### src/hw/rtl/pfx_pkg.sv
// shared constants and types of the postfix expression evaluator
// no dependencies; imported by pfx_ram users, pfx_div and the top level
`default_nettype none

package pfx_pkg;

  localparam int STACK_DEPTH = 32;
  localparam int DATA_W      = 32;
  localparam int ADDR_W      = $clog2(STACK_DEPTH);
  localparam int PTR_W       = $clog2(STACK_DEPTH + 1);
  localparam int CNT_W       = $clog2(DATA_W);
  localparam int SYM_W       = 8;
  localparam int DEPTH_W     = 6;
  localparam int OUT_W       = 48;

  localparam logic [PTR_W-1:0] DEPTH_P = PTR_W'(STACK_DEPTH);

  // character codes
  localparam logic [SYM_W-1:0] SYM_ZERO  = 8'h30;
  localparam logic [SYM_W-1:0] SYM_PLUS  = 8'h2B;
  localparam logic [SYM_W-1:0] SYM_MINUS = 8'h2D;
  localparam logic [SYM_W-1:0] SYM_STAR  = 8'h2A;
  localparam logic [SYM_W-1:0] SYM_SLASH = 8'h2F;

  // request to the divider
  typedef struct packed {
    logic              start;
    logic [DATA_W-1:0] dividend;
    logic [DATA_W-1:0] divisor;
  } div_req_t;

endpackage

`default_nettype wire

### src/hw/rtl/pfx_ram.sv
// generic single-write, single-read ram with registered read data
// no dependencies
`default_nettype none

module pfx_ram #(
  parameter int WIDTH = 32,
  parameter int DEPTH = 32
) (
  input  wire logic                     clk,
  input  wire logic                     we,
  input  wire logic [$clog2(DEPTH)-1:0] waddr,
  input  wire logic [WIDTH-1:0]         wdata,
  input  wire logic [$clog2(DEPTH)-1:0] raddr,
  output logic      [WIDTH-1:0]         rdata
);

  logic [WIDTH-1:0] mem [DEPTH];

  always_ff @(posedge clk) begin
    if (we) begin
      mem[waddr] <= wdata;
    end
    rdata <= mem[raddr];
  end

endmodule

`default_nettype wire

### src/hw/rtl/pfx_div.sv
// signed 32-bit divider, truncating toward zero, one quotient bit per cycle
// depends on pfx_pkg; divisor must be nonzero
`default_nettype none

module pfx_div (
  input  wire logic                     clk,
  input  wire logic                     rst,
  input  wire pfx_pkg::div_req_t        req,
  output logic                          done,
  output logic [pfx_pkg::DATA_W-1:0]    quotient
);
  import pfx_pkg::*;

  logic              busy;
  logic [CNT_W-1:0]  cnt;
  logic              neg;
  logic [DATA_W-1:0] dvd;
  logic [DATA_W-1:0] dvs;
  logic [DATA_W:0]   rem;
  logic [DATA_W:0]   trial;
  logic              qbit;
  logic [DATA_W:0]   rem_next;
  logic [DATA_W-1:0] q_next;

  always_comb begin
    trial    = {rem[DATA_W-1:0], dvd[DATA_W-1]};
    qbit     = (trial >= {1'b0, dvs});
    rem_next = qbit ? (trial - {1'b0, dvs}) : trial;
    q_next   = {dvd[DATA_W-2:0], qbit};
  end

  always_ff @(posedge clk) begin
    if (rst) begin
      busy <= 1'b0;
      done <= 1'b0;
      cnt  <= '0;
    end else begin
      done <= 1'b0;
      if (req.start) begin
        busy <= 1'b1;
        cnt  <= '0;
        neg  <= req.dividend[DATA_W-1] ^ req.divisor[DATA_W-1];
        dvd  <= req.dividend[DATA_W-1] ? (DATA_W'(0) - req.dividend) : req.dividend;
        dvs  <= req.divisor[DATA_W-1] ? (DATA_W'(0) - req.divisor) : req.divisor;
        rem  <= '0;
      end else if (busy) begin
        rem <= rem_next;
        dvd <= q_next;
        cnt <= cnt + 1'b1;
        if (cnt == CNT_W'(DATA_W - 1)) begin
          busy     <= 1'b0;
          done     <= 1'b1;
          quotient <= neg ? (DATA_W'(0) - q_next) : q_next;
        end
      end
    end
  end

endmodule

`default_nettype wire

### src/hw/rtl/postfix_expression_evaluator_unit.sv
// postfix evaluator: operand stack in a ram, one character per input transfer
// steps: digit pushed on transfer; + - * via op and writeback; / also waits on the divider; last then emits
// throughput: one character at a time, divide bound by the bit-serial divider
// reset clears stack pointer, flags and handshake state; the ram is not cleared
// depends on pfx_pkg, pfx_ram, pfx_div
`default_nettype none

module postfix_expression_evaluator_unit (
  input  wire logic        clk,
  input  wire logic        rst,
  // input stream
  input  wire logic        s_tvalid,
  output logic             s_tready,
  input  wire logic [7:0]  s_tdata,   // [7:0] symbol
  input  wire logic        s_tlast,   // last character of the expression
  // result stream
  output logic             m_tvalid,
  input  wire logic        m_tready,
  output logic [47:0]      m_tdata    // [31:0] value, [37:32] depth_left, [38] underflow,
                                      // [39] overflow, [40] div_zero, [41] empty_at_end
);
  import pfx_pkg::*;

  // sequencer states
  localparam logic [2:0] ST_IDLE = 3'd0;
  localparam logic [2:0] ST_OP   = 3'd1;  // ram read data of first operand valid
  localparam logic [2:0] ST_DIV  = 3'd2;  // waiting on the divider
  localparam logic [2:0] ST_WB   = 3'd3;  // push the operator result
  localparam logic [2:0] ST_EMIT = 3'd4;  // load the result register

  logic [2:0]        state;
  logic [PTR_W-1:0]  sp;          // entries held
  logic [DATA_W-1:0] top;         // copy of the top entry, also the second operand
  logic              flag_under;
  logic              flag_over;
  logic              flag_div0;
  logic [SYM_W-1:0]  sym_q;
  logic              last_q;
  logic [DATA_W-1:0] second_q;
  logic              first_ok;    // first operand comes from the ram
  logic [PTR_W-1:0]  base_sp;     // pointer after both pops
  logic [DATA_W-1:0] result;

  logic              accept;
  logic              is_op;
  logic [DATA_W-1:0] digit_val;
  logic [DATA_W-1:0] first;
  logic              out_free;

  logic              ram_we;
  logic [ADDR_W-1:0] ram_waddr;
  logic [DATA_W-1:0] ram_wdata;
  logic [ADDR_W-1:0] ram_raddr;
  logic [DATA_W-1:0] ram_rdata;

  div_req_t          div_req;
  logic              div_done;
  logic [DATA_W-1:0] div_quo;

  assign s_tready  = (state == ST_IDLE);
  assign accept    = s_tvalid && s_tready;
  assign is_op     = (s_tdata == SYM_PLUS) || (s_tdata == SYM_MINUS) ||
                     (s_tdata == SYM_STAR) || (s_tdata == SYM_SLASH);
  assign digit_val = DATA_W'(s_tdata) - DATA_W'(SYM_ZERO);
  assign first     = first_ok ? ram_rdata : '1;
  assign out_free  = !m_tvalid || m_tready;

  // the first operand sits one below the top; its read goes out with the transfer
  assign ram_raddr = ADDR_W'(sp - PTR_W'(2));

  // single write port: digit push on transfer, operator result in writeback
  always_comb begin
    if (state == ST_WB) begin
      ram_we    = 1'b1;
      ram_waddr = ADDR_W'(base_sp);
      ram_wdata = result;
    end else begin
      ram_we    = accept && !is_op && (sp < DEPTH_P);
      ram_waddr = ADDR_W'(sp);
      ram_wdata = digit_val;
    end
  end

  // divide by zero never reaches the divider
  always_comb begin
    div_req.start    = (state == ST_OP) && (sym_q == SYM_SLASH) && (second_q != '0);
    div_req.dividend = first;
    div_req.divisor  = second_q;
  end

  pfx_ram #(
    .WIDTH (DATA_W),
    .DEPTH (STACK_DEPTH)
  ) u_stack (
    .clk   (clk),
    .we    (ram_we),
    .waddr (ram_waddr),
    .wdata (ram_wdata),
    .raddr (ram_raddr),
    .rdata (ram_rdata)
  );

  pfx_div u_div (
    .clk      (clk),
    .rst      (rst),
    .req      (div_req),
    .done     (div_done),
    .quotient (div_quo)
  );

  always_ff @(posedge clk) begin
    if (rst) begin
      state      <= ST_IDLE;
      sp         <= '0;
      flag_under <= 1'b0;
      flag_over  <= 1'b0;
      flag_div0  <= 1'b0;
      m_tvalid   <= 1'b0;
    end else begin
      // the emit state reloads the result register on its own
      if (m_tvalid && m_tready && (state != ST_EMIT)) begin
        m_tvalid <= 1'b0;
      end
      unique case (state)
        ST_IDLE: begin
          if (accept) begin
            sym_q  <= s_tdata;
            last_q <= s_tlast;
            if (is_op) begin
              // pop second from the cached top, first from the ram
              second_q <= (sp == '0) ? '1 : top;
              first_ok <= (sp >= PTR_W'(2));
              base_sp  <= (sp >= PTR_W'(2)) ? (sp - PTR_W'(2)) : '0;
              if (sp < PTR_W'(2)) begin
                flag_under <= 1'b1;
              end
              state <= ST_OP;
            end else begin
              if (sp < DEPTH_P) begin
                sp  <= sp + 1'b1;
                top <= digit_val;
              end else begin
                flag_over <= 1'b1;
              end
              state <= s_tlast ? ST_EMIT : ST_IDLE;
            end
          end
        end
        ST_OP: begin
          case (sym_q)
            SYM_PLUS: begin
              result <= first + second_q;
              state  <= ST_WB;
            end
            SYM_MINUS: begin
              result <= first - second_q;
              state  <= ST_WB;
            end
            SYM_STAR: begin
              result <= first * second_q;
              state  <= ST_WB;
            end
            default: begin
              if (second_q == '0) begin
                result    <= '0;
                flag_div0 <= 1'b1;
                state     <= ST_WB;
              end else begin
                state <= ST_DIV;
              end
            end
          endcase
        end
        ST_DIV: begin
          if (div_done) begin
            result <= div_quo;
            state  <= ST_WB;
          end
        end
        ST_WB: begin
          // two pops leave room, so this push always lands
          sp    <= base_sp + 1'b1;
          top   <= result;
          state <= last_q ? ST_EMIT : ST_IDLE;
        end
        ST_EMIT: begin
          if (out_free) begin
            m_tvalid          <= 1'b1;
            m_tdata[31:0]     <= (sp == '0) ? '0 : top;
            m_tdata[37:32]    <= DEPTH_W'(sp);
            m_tdata[38]       <= flag_under;
            m_tdata[39]       <= flag_over;
            m_tdata[40]       <= flag_div0;
            m_tdata[41]       <= (sp == '0);
            m_tdata[47:42]    <= '0;
            // expression done: empty the stack, clear sticky flags
            sp         <= '0;
            flag_under <= 1'b0;
            flag_over  <= 1'b0;
            flag_div0  <= 1'b0;
            state      <= ST_IDLE;
          end
        end
        default: begin
          state <= ST_IDLE;
        end
      endcase
    end
  end

  // stack pointer never passes the depth
  a_sp_bound: assert property (@(posedge clk) disable iff (rst)
    sp <= DEPTH_P)
    else $error("stack pointer beyond depth");

  // emitting a result empties the stack and clears the flags
  a_emit_clear: assert property (@(posedge clk) disable iff (rst)
    (state == ST_EMIT && out_free) |=>
      (sp == '0 && !flag_under && !flag_over && !flag_div0 && m_tvalid))
    else $error("stack not cleared after result");

  // divider only started with a nonzero divisor
  a_div_nonzero: assert property (@(posedge clk) disable iff (rst)
    div_req.start |-> (div_req.divisor != '0))
    else $error("divider started with zero divisor");

  // empty stack reports value zero and depth zero
  a_empty_value: assert property (@(posedge clk) disable iff (rst)
    (m_tvalid && m_tdata[41]) |-> (m_tdata[31:0] == '0 && m_tdata[37:32] == '0))
    else $error("empty stack with nonzero value or depth");

  // no input transfer while an item is in flight
  a_one_item: assert property (@(posedge clk) disable iff (rst)
    (state != ST_IDLE) |-> !s_tready)
    else $error("input taken during processing");

endmodule

`default_nettype wire
### config.mk
export PLATFORM = sky130hd
export DESIGN_NAME = postfix_expression_evaluator_unit
export DESIGN_NICKNAME = d
export VERILOG_FILES = /design/src/hw/rtl/pfx_pkg.sv /design/src/hw/rtl/pfx_ram.sv /design/src/hw/rtl/pfx_div.sv /design/src/hw/rtl/postfix_expression_evaluator_unit.sv
export SDC_FILE = /design/constraint.sdc
export NUM_CORES = 2
export LEC_CHECK = 0
export BUFFER_PORTS_ARGS = -buffer_cell sky130_fd_sc_hd__buf_2
export CAP_MARGIN = 20
export CORE_ASPECT_RATIO = 0.75
export CORE_UTILIZATION = 58
export DETAILED_ROUTE_END_ITERATION = 6
export MAX_ROUTING_LAYER = met4
export PLACE_DENSITY = 0.86
export RECOVER_POWER = 50
export SLEW_MARGIN = 20
export SYNTH_ARGS = -nofsm -noshare
export SYNTH_HDL_FRONTEND = slang
export SYNTH_SLANG_ARGS = --single-unit
### constraint.sdc
create_clock -name clk -period 8.1 [get_ports clk]
set_input_delay 1.62 -clock clk [delete_from_list [all_inputs] [get_ports clk]]
set_output_delay 1.62 -clock clk [all_outputs]
set_load 0.02 [all_outputs]
==> results.md <==
* Outcome: complete, but fails checks
* Failing checks: DRC, capacitance limit, slew limit
* Gr ovfl total at 0
* Crit-path max cell delay at 0.62 ns
* Avg Inst Size Synth at 14.5 um^2
* Crit-path max FO at 12
* Arrival time worst endpoint at 8.41 ns
* Die X-Extent at 412 um
* Clock Pin Slew Worst Setup and Hold Paths at 0.07 ns
* Remaining DRCs at 538
* Critical path's top delay family: adder cells
* Fin crit share at 97.7%
* CTS tree: yes
* Share of cells above drive strength 1 at 16.2%
* Max-cap violations at 12
* Ports at 63
* Max-slew headroom at -209%
* Crit path max-delay cell type: dfxtp_1
* Critical path startpoint category: register
* Core ar. at 125000 um^2
* Top_reg_cell synth: edfxtp_1
* Post-route cell area at 80700 um^2
* Initial DRC count at 7344
* FF+latch area at 40300 um^2
* Synthesized area at 73200 um^2
* Clock Tree Buf Depth at 3
* Filler instances at 8365
* TritonCTS buffer count at 118
* CTS sink count at 1359
* Vias in the first global route at 47000
* Drt total wl at 226000 um
* Final slew viol count at 555
* Pre-Repair DR Iteration Count at 7
* Post-DP HPWL at 138000 um
* RePlAce Congestion at 1.05
* Clk_skew at 0.0513 ns
* DRT antenna net count at 0
* Critical path buffers and inverters at 6
* Critical path's most frequent cell: fa_1
* Starting Density at 58.7%
* CP cell instances: nand2b_1 > buf_12 > buf_4 > and2_1 > fa_1 > fa_1 > inv_1 > fa_1 > fa_1 > fa_1 > inv_1 > fa_1 > fa_1 > fa_1 > ha_1 > buf_4 > a21oi_1 > o221ai_2 > a2111oi_4 > buf_4 > o41ai_2 > xor2_1 > a221o_1 > a211o_1
* Cells after DPL at 6698
* Area growth, synth to finish at 10.3%
* GRT Total Usage at 36.9%
* RSZ-0062 raised after global routing: yes
* Routed len/inst at 32.5 um
* Number of synthesized flops with an enable pin at 1307
* Ys async rst share at 0%
* Die extent in y at 310 um
* Synthesized flop and latch total at 1359
* Die area at 128000 um^2
* Crit Path Category: register to register
* Synth unique cells at 89
* Fin nets at 5793
* Vias per Instance at 6.79
* Maximum clock rate at 126 MHz
* Row cnt at 112
* Syn. warnings at 0
* Final min period at 7.92 ns
* Worst Hold Class: register to register
* Global-route wire length before repair at 324000 um
* Final core occ at 64.7%
* Hold WS at 0.457 ns
* Multi-input gate area at 30500 um^2
* Largest net degree at the start of global routing at 152
* Syn Inst Count at 5029
* Port-buffer cells at 56
* Non-Filler Instances at 6944
* Sequential area share after synthesis at 55.1%
* Worst Max-Slew Pin Slew at 4.64 ns
* Clock latency on the worst-skew pair at 0.77 ns
* Worst endpoint required time at 8.59 ns
* Dpl cell area at 76800 um^2
* Vias at 47100
* Root buf cell: clkbuf_16
* Critical path endpoint category: register
* Final hold violation count at 0
* Initial antenna violation count at 12
* Final Setup Violations at 0
* H-tree depth at 3
[placed cells by master, fill, tap and decap left out, drive strengths merged, types with 21 or more instances in the layout]
cell type and n:
o21ai 100, clkbuf 226, nor2b 46, fa 410
nor2 196, nand2b 58, mux2 35, inv 462
dfxtp 52, and2 306, a21o 53, edfxtp 1307
o31ai 44, nor3 28, xnor2 156, ha 200
mux4 320, xor2 76, nand3 47, or2 44
buf 213, a21oi 122, diode 21, nand2 415
clkinv 49, or3 26
[synth_stat cells, types with 47 or more instances]
cell | instances | area, um^2
nand3_1 | 47 | 235
mux4_2 | 320 | 7210
clkbuf_1 | 211 | 792
dfxtp_1 | 52 | 1040
fa_1 | 410 | 8210
o21ai_0 | 97 | 485
nand2_1 | 415 | 1560
edfxtp_1 | 1307 | 39200
ha_1 | 200 | 2500
nand2b_1 | 57 | 357
inv_1 | 457 | 1720
a21oi_1 | 122 | 611
xor2_1 | 76 | 666
xnor2_1 | 156 | 1370
and2_1 | 306 | 1910
a21o_1 | 53 | 398
nor2_1 | 196 | 736
[registers in the layout (all words and copies together) (netlist names), 8 cells and up]
signal and count:
u_stack.mem 1024, u_div.rem 32, u_div.dvs 32, top 32
second_q 32, sym_q 8, u_stack.rdata 32, u_div.dvd 32
m_tdata 42, result 32, u_div.quotient 32
[final timing paths]
| path | from | to | slack, ns | depth (start not counted) |
|---|---|---|---|---|
| min reg2reg | flag_over | m_tdata[39] | 0.46 | 0 |
| min | flag_over | m_tdata[39] | 0.46 | 0 |
| max reg2reg | u_stack.rdata[8] | result[30] | 0.18 | 24 |
| max | u_stack.rdata[8] | result[30] | 0.18 | 24 |
[metal layers]
| metal | share of wire (%) | GRT usage (%) | wire [um] | vias up |
|---|---|---|---|---|
| met4 | 5.7 | 16.1 | 12800 | 0 |
| met3 | 16 | 12.3 | 35200 | 976 |
| met5 | 0 | - | 0 | - |
| met1 | 35 | 48.7 | 79900 | 23500 |
| met2 | 43 | 52.3 | 97800 | 4371 |
| li1 | - | - | - | 18300 |
[area by class of cell]
| cell class | count | area share (%) |
|---|---|---|
| flip-flops and latches | 1359 | 49.9 |
| well taps | 1653 | 2.56 |
| repair buffers | 285 | 2.65 |
| multi-input cells | 2945 | 37.8 |
| diodes | 21 | 0.0651 |
| clock buffers | 154 | 3.89 |
| clock inverters | 66 | 0.930 |
| inverters | 461 | 2.14 |
[logic make-up after synthesis]
| family | synth area share (%) |
|---|---|
| flip-flops | 55.1 |
| buffers and inverters | 3.82 |
| XOR/XNOR | 2.99 |
| multiplexers | 10.5 |
| adder cells (fa/ha/maj) | 14.6 |
| other | 0.00513 |
| AO/OA/AOI/OAI | 4.32 |
| AND/OR/NAND/NOR | 8.63 |
[what timing repair did]
action                     in CTS  in global routing
resized for setup               1                 20
pin swaps                       0                  3
hold endpoints to repair        0                  0
setup endpoints to repair       1                  5
hold buffers                    0                  0
buffers inserted                0                  1
[worst reg2reg max path: stages, from the launching register on]
cell and delay, ns:
dfxtp_1 0.62, nand2b_1 0.25, buf_12 0.16, buf_4 0.23, and2_1 0.17, fa_1 0.44
fa_1 0.53, inv_1 0.05, fa_1 0.45, fa_1 0.50, fa_1 0.54, inv_1 0.04
fa_1 0.46, fa_1 0.51, fa_1 0.43, ha_1 0.34, buf_4 0.17, a21oi_1 0.21
o221ai_2 0.18, a2111oi_4 0.35, buf_4 0.18, o41ai_2 0.07, xor2_1 0.18, a221o_1 0.35
a211o_1 0.23
[stage by stage]
stage	setup slack, ns	TNS, ns
2_1_floorplan	0.308	0
5_1_grt	-0.0281	-0.0281
3_5_place_dp	-0.0394	-0.0394
4_1_cts	0.0582	0
3_3_place_gp	0.0634	0
6_report	0.183	0
Power is left out: the tool's default activity adds up to more than one toggle a clock period on the data nets, which glitch-free logic cannot reach.
